## config.mk

```make
export PLATFORM = sky130hd
export DESIGN_NAME = rc_reflectance_array_reader_top
export DESIGN_NICKNAME = d
export VERILOG_FILES = /design/src/rtl/rcr_pkg.sv /design/src/rtl/rc_reflectance_array_reader_top.sv
export SDC_FILE = /design/constraint.sdc
export NUM_CORES = 1
export LEC_CHECK = 0
export BUFFER_PORTS_ARGS = -buffer_cell sky130_fd_sc_hd__buf_4
export CORE_MARGIN = 4
export CORE_UTILIZATION = 45
export DETAILED_ROUTE_END_ITERATION = 7
export PLACE_DENSITY_LB_ADDON = 0.1
export SLEW_MARGIN = 20
export SYNTH_ARGS = -nofsm -noshare
export SYNTH_HDL_FRONTEND = slang
export SYNTH_SLANG_ARGS = --single-unit
```

## constraint.sdc

```tcl
create_clock -name i_clk -period 11.6 [get_ports i_clk]
set_clock_uncertainty 0.1 [all_clocks]
set_input_delay 2.32 -clock i_clk [delete_from_list [all_inputs] [get_ports i_clk]]
set_output_delay 2.32 -clock i_clk [all_outputs]
set_load 0.05 [all_outputs]
```

## src/rtl/rcr_pkg.sv

```systemverilog
// ----------------------------------------------------------------------------
// rcr_pkg
// Types, constants and the sensor weight table of the reflectance array reader.
// ----------------------------------------------------------------------------
package rcr_pkg;

    localparam int TIMER_BITS_DEF = 16;
    localparam int CFG_W          = 16;
    localparam int LEVEL_W        = 8;
    localparam int POS_W          = 10;
    localparam int SUM_W          = 11;
    localparam int BLK_W          = 4;
    localparam int STEP_W         = 4;
    localparam int REM_W          = 3;
    localparam int DIV_STEPS      = POS_W;
    localparam int OUT_DATA_W     = 24;

    localparam logic [CFG_W-1:0] CHARGE_RST = 16'd10;
    localparam logic [CFG_W-1:0] WAIT_RST   = 16'd1000;

    localparam logic CFG_CHARGE = 1'b0;
    localparam logic CFG_WAIT   = 1'b1;

    localparam logic CMD_TICK  = 1'b0;
    localparam logic CMD_START = 1'b1;

    typedef logic signed [SUM_W-1:0] t_sum;

    typedef enum logic [1:0] {
        PH_IDLE,
        PH_CHARGE,
        PH_WAIT
    } t_phase;

    typedef enum logic [2:0] {
        SEQ_IDLE,
        SEQ_SUM,
        SEQ_ABS,
        SEQ_DIV,
        SEQ_SIGN
    } t_seq;

    // weight of one pin, indexed by bit position (bit 7 is the leftmost sensor)
    function automatic t_sum weight(input logic [2:0] bit_pos);
        t_sum w;
        unique case (bit_pos)
            3'd7:    w = 11'sd334;
            3'd6:    w = 11'sd238;
            3'd5:    w = 11'sd142;
            3'd4:    w = 11'sd48;
            3'd3:    w = -11'sd48;
            3'd2:    w = -11'sd142;
            3'd1:    w = -11'sd238;
            default: w = -11'sd334;
        endcase
        return w;
    endfunction

endpackage

```

## src/rtl/rc_reflectance_array_reader_top.sv

```systemverilog
// ----------------------------------------------------------------------------
// rc_reflectance_array_reader_top
// Charge/wait/sample controller for an eight-channel RC reflectance array,
// with a line position worked out by one shared adder under a sequencer.
// ----------------------------------------------------------------------------
// Tick and start items: the result is registered in the cycle after the item is accepted.
// Sampling item: the result follows these steps (no divide steps with no black pin):
// 8 accumulate steps, 1 magnitude step, 10 restoring divide steps, 1 sign step,
// all on the one adder. One item at a time; ready is low until the result is taken.
// Reset (synchronous, active low): idle phase, timer and last reading/position
// cleared, charge time 10, wait time 1000.
module rc_reflectance_array_reader_top #(
    parameter int TIMER_BITS = rcr_pkg::TIMER_BITS_DEF
) (
    input  logic                              i_clk,
    input  logic                              i_rst_n,
    // configuration write channel
    input  logic                              i_cfg_valid,
    output logic                              o_cfg_ready,
    input  logic                              i_cfg_addr,
    input  logic [rcr_pkg::CFG_W-1:0]         i_cfg_data,
    // input items
    input  logic                              i_s_axis_tvalid,
    output logic                              o_s_axis_tready,
    input  logic [rcr_pkg::LEVEL_W-1:0]       i_s_axis_tdata,  // [7:0] sensor_levels
    input  logic                              i_s_axis_tuser,  // [0] command
    // result items
    output logic                              o_m_axis_tvalid,
    input  logic                              i_m_axis_tready,
    // [0] led_on, [1] drive_pins, [2] busy_res, [10:3] reading, [20:11] position
    output logic [rcr_pkg::OUT_DATA_W-1:0]    o_m_axis_tdata,
    output logic                              o_m_axis_tuser   // [0] reading_valid
);

    localparam int CMP_W = (TIMER_BITS > rcr_pkg::CFG_W) ? TIMER_BITS : rcr_pkg::CFG_W;
    localparam logic [TIMER_BITS-1:0] TIMER_TOP = '1;
    localparam logic [rcr_pkg::STEP_W-1:0] SUM_LAST = 4'd7;
    localparam logic [rcr_pkg::STEP_W-1:0] DIV_LAST = rcr_pkg::STEP_W'(rcr_pkg::DIV_STEPS - 1);

    rcr_pkg::t_phase                 r_phase, n_phase;
    rcr_pkg::t_seq                   r_seq, n_seq;
    logic [TIMER_BITS-1:0]           r_tick, n_tick;
    logic [rcr_pkg::CFG_W-1:0]       r_charge, r_wait;
    logic [rcr_pkg::LEVEL_W-1:0]     r_last_reading, n_last_reading;
    logic [rcr_pkg::POS_W-1:0]       r_last_pos, n_last_pos;
    logic [rcr_pkg::LEVEL_W-1:0]     r_bits, n_bits;
    rcr_pkg::t_sum                   r_sum, n_sum;
    logic [rcr_pkg::BLK_W-1:0]       r_blk, n_blk;
    logic [rcr_pkg::STEP_W-1:0]      r_step, n_step;
    logic [rcr_pkg::POS_W-1:0]       r_dvd, n_dvd;
    logic [rcr_pkg::REM_W-1:0]       r_rem, n_rem;
    logic                            r_neg, n_neg;
    logic                            r_out_valid, n_out_valid;
    logic [rcr_pkg::OUT_DATA_W-1:0]  r_out_data, n_out_data;
    logic                            r_out_user, n_out_user;

    logic                            in_accept;
    logic                            is_start;
    logic [TIMER_BITS-1:0]           tick_inc;
    logic [rcr_pkg::CFG_W-1:0]       limit;
    logic                            phase_done;
    logic                            sample;
    rcr_pkg::t_sum                   alu_a, alu_b, alu_y;
    logic                            alu_sub;
    logic                            div_ge;
    logic [rcr_pkg::REM_W:0]         rem_sh;

    assign o_cfg_ready     = 1'b1;
    assign o_s_axis_tready = (r_seq == rcr_pkg::SEQ_IDLE) && !r_out_valid;
    assign o_m_axis_tvalid = r_out_valid;
    assign o_m_axis_tdata  = r_out_data;
    assign o_m_axis_tuser  = r_out_user;

    assign in_accept = i_s_axis_tvalid && o_s_axis_tready;
    assign is_start  = (i_s_axis_tuser == rcr_pkg::CMD_START);

    // shared adder
    assign alu_y = alu_sub ? (alu_a - alu_b) : (alu_a + alu_b);

    assign rem_sh = {r_rem, r_dvd[rcr_pkg::POS_W-1]};
    assign div_ge = !alu_y[rcr_pkg::SUM_W-1];

    // saturating tick counter and phase limit compare
    always_comb begin
        tick_inc   = (r_tick == TIMER_TOP) ? r_tick : r_tick + 1'b1;
        limit      = (r_phase == rcr_pkg::PH_CHARGE) ? r_charge : r_wait;
        phase_done = (CMP_W'(tick_inc) >= CMP_W'(limit)) || (tick_inc == TIMER_TOP);
        sample     = in_accept && !is_start && (r_phase == rcr_pkg::PH_WAIT) && phase_done;
    end

    // phase and sequencer next state
    always_comb begin
        n_phase = r_phase;
        n_seq   = r_seq;
        if (in_accept) begin
            if (is_start) begin
                if (r_phase == rcr_pkg::PH_IDLE) begin
                    n_phase = rcr_pkg::PH_CHARGE;
                end
            end else begin
                unique case (r_phase)
                    rcr_pkg::PH_CHARGE: if (phase_done) n_phase = rcr_pkg::PH_WAIT;
                    rcr_pkg::PH_WAIT:   if (phase_done) n_phase = rcr_pkg::PH_IDLE;
                    default:            n_phase = rcr_pkg::PH_IDLE;
                endcase
            end
        end
        unique case (r_seq)
            rcr_pkg::SEQ_IDLE: if (sample) n_seq = rcr_pkg::SEQ_SUM;
            rcr_pkg::SEQ_SUM:  if (r_step == SUM_LAST) n_seq = rcr_pkg::SEQ_ABS;
            rcr_pkg::SEQ_ABS:  n_seq = (r_blk == '0) ? rcr_pkg::SEQ_SIGN : rcr_pkg::SEQ_DIV;
            rcr_pkg::SEQ_DIV:  if (r_step == DIV_LAST) n_seq = rcr_pkg::SEQ_SIGN;
            rcr_pkg::SEQ_SIGN: n_seq = rcr_pkg::SEQ_IDLE;
            default:           n_seq = rcr_pkg::SEQ_IDLE;
        endcase
    end

    // datapath and result register
    always_comb begin
        n_tick         = r_tick;
        n_last_reading = r_last_reading;
        n_last_pos     = r_last_pos;
        n_bits         = r_bits;
        n_sum          = r_sum;
        n_blk          = r_blk;
        n_step         = r_step;
        n_dvd          = r_dvd;
        n_rem          = r_rem;
        n_neg          = r_neg;
        n_out_valid    = r_out_valid && !i_m_axis_tready;
        n_out_data     = r_out_data;
        n_out_user     = r_out_user;
        alu_a          = '0;
        alu_b          = '0;
        alu_sub        = 1'b0;

        if (in_accept) begin
            if (is_start) begin
                if (r_phase == rcr_pkg::PH_IDLE) begin
                    n_tick = '0;
                end
            end else if (r_phase != rcr_pkg::PH_IDLE) begin
                n_tick = phase_done ? '0 : tick_inc;
            end
            if (sample) begin
                n_last_reading = i_s_axis_tdata;
                n_bits         = i_s_axis_tdata;
                n_sum          = '0;
                n_blk          = '0;
                n_step         = '0;
            end else begin
                n_out_valid = 1'b1;
                n_out_user  = 1'b0;
                n_out_data  = {3'b000, r_last_pos, r_last_reading,
                               n_phase != rcr_pkg::PH_IDLE,
                               n_phase == rcr_pkg::PH_CHARGE,
                               n_phase != rcr_pkg::PH_IDLE};
            end
        end

        unique case (r_seq)
            rcr_pkg::SEQ_SUM: begin
                alu_a  = r_sum;
                alu_b  = rcr_pkg::weight(r_step[2:0]);
                n_step = r_step + 1'b1;
                if (r_bits[r_step[2:0]]) begin
                    n_sum = alu_y;
                    n_blk = r_blk + 1'b1;
                end
            end
            rcr_pkg::SEQ_ABS: begin
                alu_b   = r_sum;
                alu_sub = r_sum[rcr_pkg::SUM_W-1];
                n_neg   = r_sum[rcr_pkg::SUM_W-1];
                n_dvd   = (r_blk == '0) ? '0 : alu_y[rcr_pkg::POS_W-1:0];
                n_rem   = '0;
                n_step  = '0;
            end
            rcr_pkg::SEQ_DIV: begin
                alu_a   = rcr_pkg::SUM_W'(rem_sh);
                alu_b   = rcr_pkg::SUM_W'(r_blk);
                alu_sub = 1'b1;
                n_rem   = div_ge ? alu_y[rcr_pkg::REM_W-1:0] : rem_sh[rcr_pkg::REM_W-1:0];
                n_dvd   = {r_dvd[rcr_pkg::POS_W-2:0], div_ge};
                n_step  = r_step + 1'b1;
            end
            rcr_pkg::SEQ_SIGN: begin
                alu_b       = rcr_pkg::SUM_W'(r_dvd);
                alu_sub     = r_neg;
                n_last_pos  = alu_y[rcr_pkg::POS_W-1:0];
                n_out_valid = 1'b1;
                n_out_user  = 1'b1;
                n_out_data  = {3'b000, alu_y[rcr_pkg::POS_W-1:0], r_last_reading,
                               1'b0, 1'b0, 1'b0};
            end
            default: begin
            end
        endcase
    end

    always_ff @(posedge i_clk) begin
        if (!i_rst_n) begin
            r_phase        <= rcr_pkg::PH_IDLE;
            r_seq          <= rcr_pkg::SEQ_IDLE;
            r_tick         <= '0;
            r_charge       <= rcr_pkg::CHARGE_RST;
            r_wait         <= rcr_pkg::WAIT_RST;
            r_last_reading <= '0;
            r_last_pos     <= '0;
            r_blk          <= '0;
            r_step         <= '0;
            r_out_valid    <= 1'b0;
        end else begin
            r_phase        <= n_phase;
            r_seq          <= n_seq;
            r_tick         <= n_tick;
            r_last_reading <= n_last_reading;
            r_last_pos     <= n_last_pos;
            r_blk          <= n_blk;
            r_step         <= n_step;
            r_out_valid    <= n_out_valid;
            if (i_cfg_valid && o_cfg_ready) begin
                unique case (i_cfg_addr)
                    rcr_pkg::CFG_CHARGE: r_charge <= i_cfg_data;
                    rcr_pkg::CFG_WAIT:   r_wait   <= i_cfg_data;
                    default: begin
                    end
                endcase
            end
        end
    end

    always_ff @(posedge i_clk) begin
        r_bits     <= n_bits;
        r_sum      <= n_sum;
        r_dvd      <= n_dvd;
        r_rem      <= n_rem;
        r_neg      <= n_neg;
        r_out_data <= n_out_data;
        r_out_user <= n_out_user;
    end

    a_no_result_while_busy: assert property (@(posedge i_clk) disable iff (!i_rst_n)
        (r_seq != rcr_pkg::SEQ_IDLE) |-> !r_out_valid)
        else $error("result pending while sequencer busy");

    a_drive_needs_led: assert property (@(posedge i_clk) disable iff (!i_rst_n)
        r_out_valid |-> (!r_out_data[1] || r_out_data[0]))
        else $error("pins driven with LEDs off");

    a_sample_ends_reading: assert property (@(posedge i_clk) disable iff (!i_rst_n)
        (r_out_valid && r_out_user) |-> (!r_out_data[2] && r_phase == rcr_pkg::PH_IDLE))
        else $error("sample reported while still busy");

    a_black_count_range: assert property (@(posedge i_clk) disable iff (!i_rst_n)
        (r_seq == rcr_pkg::SEQ_SIGN) |-> (r_blk <= 4'd8))
        else $error("black count out of range");

endmodule

```

==> results of run 1 <==
## registers in the layout, summed over array words and instances, names as in the netlist, 2 cells and up
name and cells:
r_last_reading 8, r_rem 3, r_blk 4, r_step 4, r_phase 2, r_seq 3, r_charge 16, o_m_axis_tdata 20
r_tick 16, r_sum 11, r_dvd 10, r_bits 8, r_wait 16, r_last_pos 10
## cells in the final DEF (no fill, tap or decap), types with 27 or more instances in the layout
| cell | n |
|---|---|
| inv_1 | 27 |
| ha_1 | 38 |
| dfxtp_1 | 94 |
| a21oi_1 | 33 |
| edfxtp_1 | 40 |
| o21ai_0 | 39 |
| nor2b_1 | 43 |
| buf_4 | 59 |
| nor2_1 | 50 |
| a21boi_0 | 38 |
| nand2_1 | 152 |
## cells by family after synthesis
kind of cell,after synthesis
flip-flops,134
buffers and inverters,81
adder cells (fa/ha/maj),39
AO/OA/AOI/OAI,205
multiplexers,36
XOR/XNOR,25
AND/OR/NAND/NOR,345
other,2
## worst min-delay path by stage
stage	to	depth (start not counted)
floorplan	r_wait[3]	2
global placement	r_wait[8]	2
detailed placement	r_wait[9]	2
CTS	r_charge[6]	2
global route	r_charge[6]	2
finish	r_charge[6]	2
## tightest hold or removal path, stage by stage (launching register included)
cell and delay [ns]:
dfxtp_1 0.31, nand2_1 0.04, a21boi_0 0.06
## report_power, final
| group | leakage (nW) | switching (mW) | total, mW | internal, mW |
|---|---|---|---|---|
| combinational | 2.03 | 0.0516 | 0.0783 | 0.0267 |
| sequential | 1.13 | 0.00502 | 0.496 | 0.491 |
| clock | 0.267 | 0.234 | 0.516 | 0.282 |
| total | 3.43 | 0.291 | 1.09 | 0.800 |
## metrics by stage
stage | setup slack, ns | std cells | power (mW) | hold slack [ns]
after global routing | 5.302 | 1127 | 1.134 | 0.3896
after detailed placement | 5.804 | 1095 | 0.5859 | 0.3569
after CTS | 5.786 | 1127 | 1.103 | 0.3676
after floorplan | 7.083 | 869 | 0.5593 | 0.3398
final | 5.824 | 1127 | 1.090 | 0.3650
after global placement | 5.914 | 1095 | 0.5841 | 0.3489
## metal layers
metal / track usage (%) / part of all wire [%] / vias to the layer above
met2: 37.13 / 51 / 149
li1: - / - / 3111
met3: 4.379 / 3.4 / 32
met1: 24.25 / 43 / 3018
met4: 7.644 / 2.7 / 0
met5: 0 / 0 / -
## area by class of cell
cell class	count	area, µm²
fill	1560	7940
multi-input combinational	654	4235
sequential	134	3083
timing repair buffer	59	442.9
clock buffer	17	425.4
tap	220	275.3
clock inverter	15	135.1
inverter	28	105.1
==> run summary, run 1 <==
CTS Buf Count: 17
CTS max path bufs: 2
Reg2Reg Depth: 18
Ports: 59
Simple-Gate Fraction of Synth Area: 21.87%
Fin Setup TNS: 0 ns
RSZ-0062 raised after global routing: no
Most Frequent Cell on Critical Path: nor2_1
Iteration-0 DRC Markers: 406
largest net degree at the start of global routing: 81
synth top area cells: dfxtp_1, edfxtp_1, nand2_1
post-layout util: 52.29%
Main synth FF type: dfxtp_1
Worst-path clk slew: 0.06 ns
CTS resizes: 0
Worst VDD drop: 0.1026 mV
Yosys reg bits: 134
port buffer count: 54
most common cell in the synthesized netlist: nand2_1
post-synth top area share: 24.53%
Final setup violation count: 0
total grt overflow: 0
ant diodes: 0
Tcrit/Tclk final: 49.79%
slowest CP cell: a21oi_1
FF-to-FF setup slack: 5.82 ns
Post-Route WL: 19.58 mm
Sinks on Clock Net: 134
Starting Density: 46.09%
Post-synth top cells: nand2_1, dfxtp_1, nor2_1
worst stage delay on the critical path: 0.84 ns
GRT Overall Usage: 20.67%
worst r2r dst: o_m_axis_tdata[12]
crit-path cells: ha_1 -> inv_1 -> nor2_1 -> nand2_1 -> nor2_1 -> nor2_1 -> nand2_1 -> xnor2_1 -> ha_1 -> a21o_1 -> a21o_1 -> a21oi_1 -> o21ai_0 -> a21oi_1 -> o31ai_4 -> a21oi_1 -> nor2_1 -> inv_1
Period minus WS final: 5.776 ns
number of max-cap violations: 0
compound-cell area share of the yosys netlist: 18.59%
CTS tree: done
CP delay by family, top: compound AO/OA/AOI/OAI gates
CP max FO: 18
mux cell area share after synthesis: 5.203%
worst slew margin relative to its limit: 31.73%
final hold viol count: 0
asr flop ratio synth: 0%
Setup Fix Bufs, Post-CTS: 0
status: finished clean
routed len/inst: 17.38 µm
reg2reg start: r_tick[0]
min-delay src: r_charge[6]
post-route ant nets: 0
initial antenna violation count: 0
Worst setup startpoint: r_tick[0]
fin nets: 964
DRC viols: 0
worst setup path endpoint: o_m_axis_tdata[12]
Post-synth EDFFs: 40
Crit path required time: 11.56 ns
core area: 16640 µm²
Crit. path cell count: 18
cell area after layout: 8702 µm²
Synth Area in Adders: 6.459%
crit path kind: register to register
die area: 19200 µm²
CTS Hold Bufs: 0
Power per Cell Area: 125.3 nW/µm²
drt pass-1 iters: 5
post-DP HPWL: 14.07 mm
Yosys cell types: 70
Worst Setup End Kind: register
share of layout cells above drive strength 1: 12.68%
Crit path buffers/inverters: 2
dpl cell area: 8142 µm²
gp weighted congestion: 0.9400
largest area contributor in the netlist: dfxtp_1
Rows: 47
achievable frequency: 173.1 MHz
Vias/cell: 5.599
largest family of logic cells by synthesized area: simple AND/OR/NAND/NOR gates
synthesized area: 7671 µm²
Data arrival, critical path: 5.74 ns
clk root buf: clkbuf_16
vias in the first global route: 6402
Final Slew Violations: 0
Worst Tran Pin Value: 1.024 ns
first-pass GRT wire length: 32.46 mm
total leakage power: 3.433 nW
vias: 6310
XOR/XNOR share of the synthesized area: 2.854%
H-tree Lvls: 4
Ys Warns: 0
latest clock arrival within the worst-skew pair: 0.43 ns
register area share after synthesis: 40.19%
die span in x: 138.6 µm
hold crit path type: register to register
die height: 138.6 µm
Avg Inst Size Synth: 8.848 µm²
Syn Inst Count: 867
crit path launch type: register
Area Growth Syn to Fin: 13.44%
(Power assumes the default switching activity.)
==> run 2, diff against run 1 <==
Clock period 11.6 ns to 5.8 ns, I/O delays scaled along.
==> run 2 against run 1 <==
Effect of this change: clock power up 130%; cell area up 1.2%; combinational power up 100%; cell count up 0.27%; maximum frequency up 16%; non-clock buffer count up 3; hold slack worse by 0.0026 ns; first-iteration DRC count down 17%; setup slack worse by 5.0 ns; sequential power up 100%; die area unchanged; critical path type unchanged.
==> run summary, run 2 (synthesized netlist as in run 1, its figures left out) <==
Sinks on Clock Net: 134 (unchanged)
die height: 138.6 µm (unchanged)
Worst-path clk slew: 0.06 ns (about the same)
status: finished clean
Vias/cell: 5.560 (-0.69%)
Post-Route WL: 19.40 mm (-0.94%)
worst slew margin relative to its limit: 37.52% (+5.8 points)
Setup Fix Bufs, Post-CTS: 0 (unchanged)
DRC viols: 0 (unchanged)
total leakage power: 3.495 nW (+1.8%)
Fin Setup TNS: 0 ns (unchanged)
core area: 16640 µm² (unchanged)
largest net degree at the start of global routing: 81 (unchanged)
CTS tree: done
Period minus WS final: 4.970 ns (-0.8056 ns)
final hold viol count: 0 (unchanged)
Worst VDD drop: 0.2036 mV (+98%)
achievable frequency: 201.2 MHz (+16%)
Power per Cell Area: 265.0 nW/µm² (+110%)
Crit path required time: 5.85 ns (-5.71 ns)
routed len/inst: 17.17 µm (-1.2%)
commonest non-fill, non-tap cells in the layout: nand2_1, dfxtp_1, buf_4
post-DP HPWL: 14.17 mm (+0.71%)
GRT Overall Usage: 20.31% (-0.36 points)
crit path launch type: register
CTS Hold Bufs: 0 (unchanged)
CP max FO: 8 (-10)
crit path kind: register to register
Data arrival, critical path: 5.02 ns (-0.72 ns)
die span in x: 138.6 µm (unchanged)
max FFs per register: 20 (unchanged)
ant diodes: 0 (unchanged)
Final setup violation count: 0 (unchanged)
RSZ-0062 raised after global routing: no
Tcrit/Tclk final: 85.69% (+36 points)
latest clock arrival within the worst-skew pair: 0.42 ns (about the same)
CTS Buf Count: 17 (unchanged)
Area Growth Syn to Fin: 14.76%
Iteration-0 DRC Markers: 337 (-17%)
H-tree Lvls: 4 (unchanged)
total grt overflow: 0 (unchanged)
share of layout cells above drive strength 1: 12.86% (+0.18 points)
die area: 19200 µm² (unchanged)
port buffer count: 54 (unchanged)
hold crit path type: register to register
drt pass-1 iters: 5 (unchanged)
Starting Density: 46.09% (unchanged)
CTS resizes: 0 (unchanged)
post-route ant nets: 0 (unchanged)
initial antenna violation count: 0 (unchanged)
Final Slew Violations: 0 (unchanged)
fin nets: 967 (+0.31%)
number of max-cap violations: 0 (unchanged)
first-pass GRT wire length: 31.68 mm (-2.4%)
post-layout util: 52.90% (+0.61 points)
Ports: 59 (unchanged)
Rows: 47 (unchanged)
gp weighted congestion: 0.9269 (-1.4%)
Worst Tran Pin Value: 0.9353 ns (-0.08875 ns)
Final Power: 2.333 mW (+110%)
most common cell after layout, fill and taps aside: nand2_1
Worst Setup End Kind: register
vias: 6283 (-0.43%)
CTS max path bufs: 2 (unchanged)
vias in the first global route: 6256 (-2.3%)
clk root buf: clkbuf_16
[run 2: path summary, 6_finish.rpt]
path / from / endpoint / slack, ns / cells past startpoint
hold / removal: r_wait[4] / r_wait[4] / 0.36 / 2
hold reg to reg: r_wait[4] / r_wait[4] / 0.36 / 2
setup reg to reg: r_step[0] / r_dvd[9] / 0.83 / 17
setup / recovery: r_step[0] / r_dvd[9] / 0.83 / 17
[run 2: power breakdown]
group          internal (mW)  switching (mW)
sequential             0.983         0.00953
clock                  0.733           0.450
combinational         0.0543           0.103
[run 2: through the flow]
stage / setup slack (ns) / instance area (µm²) / hold slack (ns) / cells
2_1_floorplan: 1.496 / 7679 / 0.3398 / 869
3_3_place_gp: 0.9425 / 8162 / 0.3501 / 1098
3_5_place_dp: 0.8521 / 8164 / 0.3550 / 1098
4_1_cts: 0.8389 / 8803 / 0.3669 / 1130
5_1_grt: 0.3920 / 8803 / 0.3849 / 1130
6_report: 0.8299 / 8803 / 0.3624 / 1130
[run 2: layout make-up]
cell class                 instances  area (µm²)
clock buffer                      18       429.2
clock inverter                    14       210.2
fill                            1531        7839
inverter                          28       105.1
multi-input combinational        654        4235
sequential                       134        3083
tap                              220       275.3
timing repair buffer              62       465.4
[run 2: per-layer routing]
layer / part of all wire, % / track usage, %
met1: 42 / 24.04
met2: 51 / 35.66
met3: 3.7 / 4.345
met4: 3.4 / 8.580
met5: 0 / 0
[run 2: worst max-delay path: stages (launching register included)]
cell      delay (ns)
dfxtp_1         0.50
ha_1            0.31
nor2b_1         0.25
a31oi_1         0.05
or4_1           0.45
a21oi_1         0.30
ha_1            0.29
o21ai_0         0.26
ha_1            0.28
nor2b_1         0.13
o21ai_0         0.22
a21oi_1         0.13
o21ai_0         0.20
a21oi_1         0.13
o21a_1          0.22
o2111a_1        0.24
a311oi_1        0.47
o21ai_0         0.17
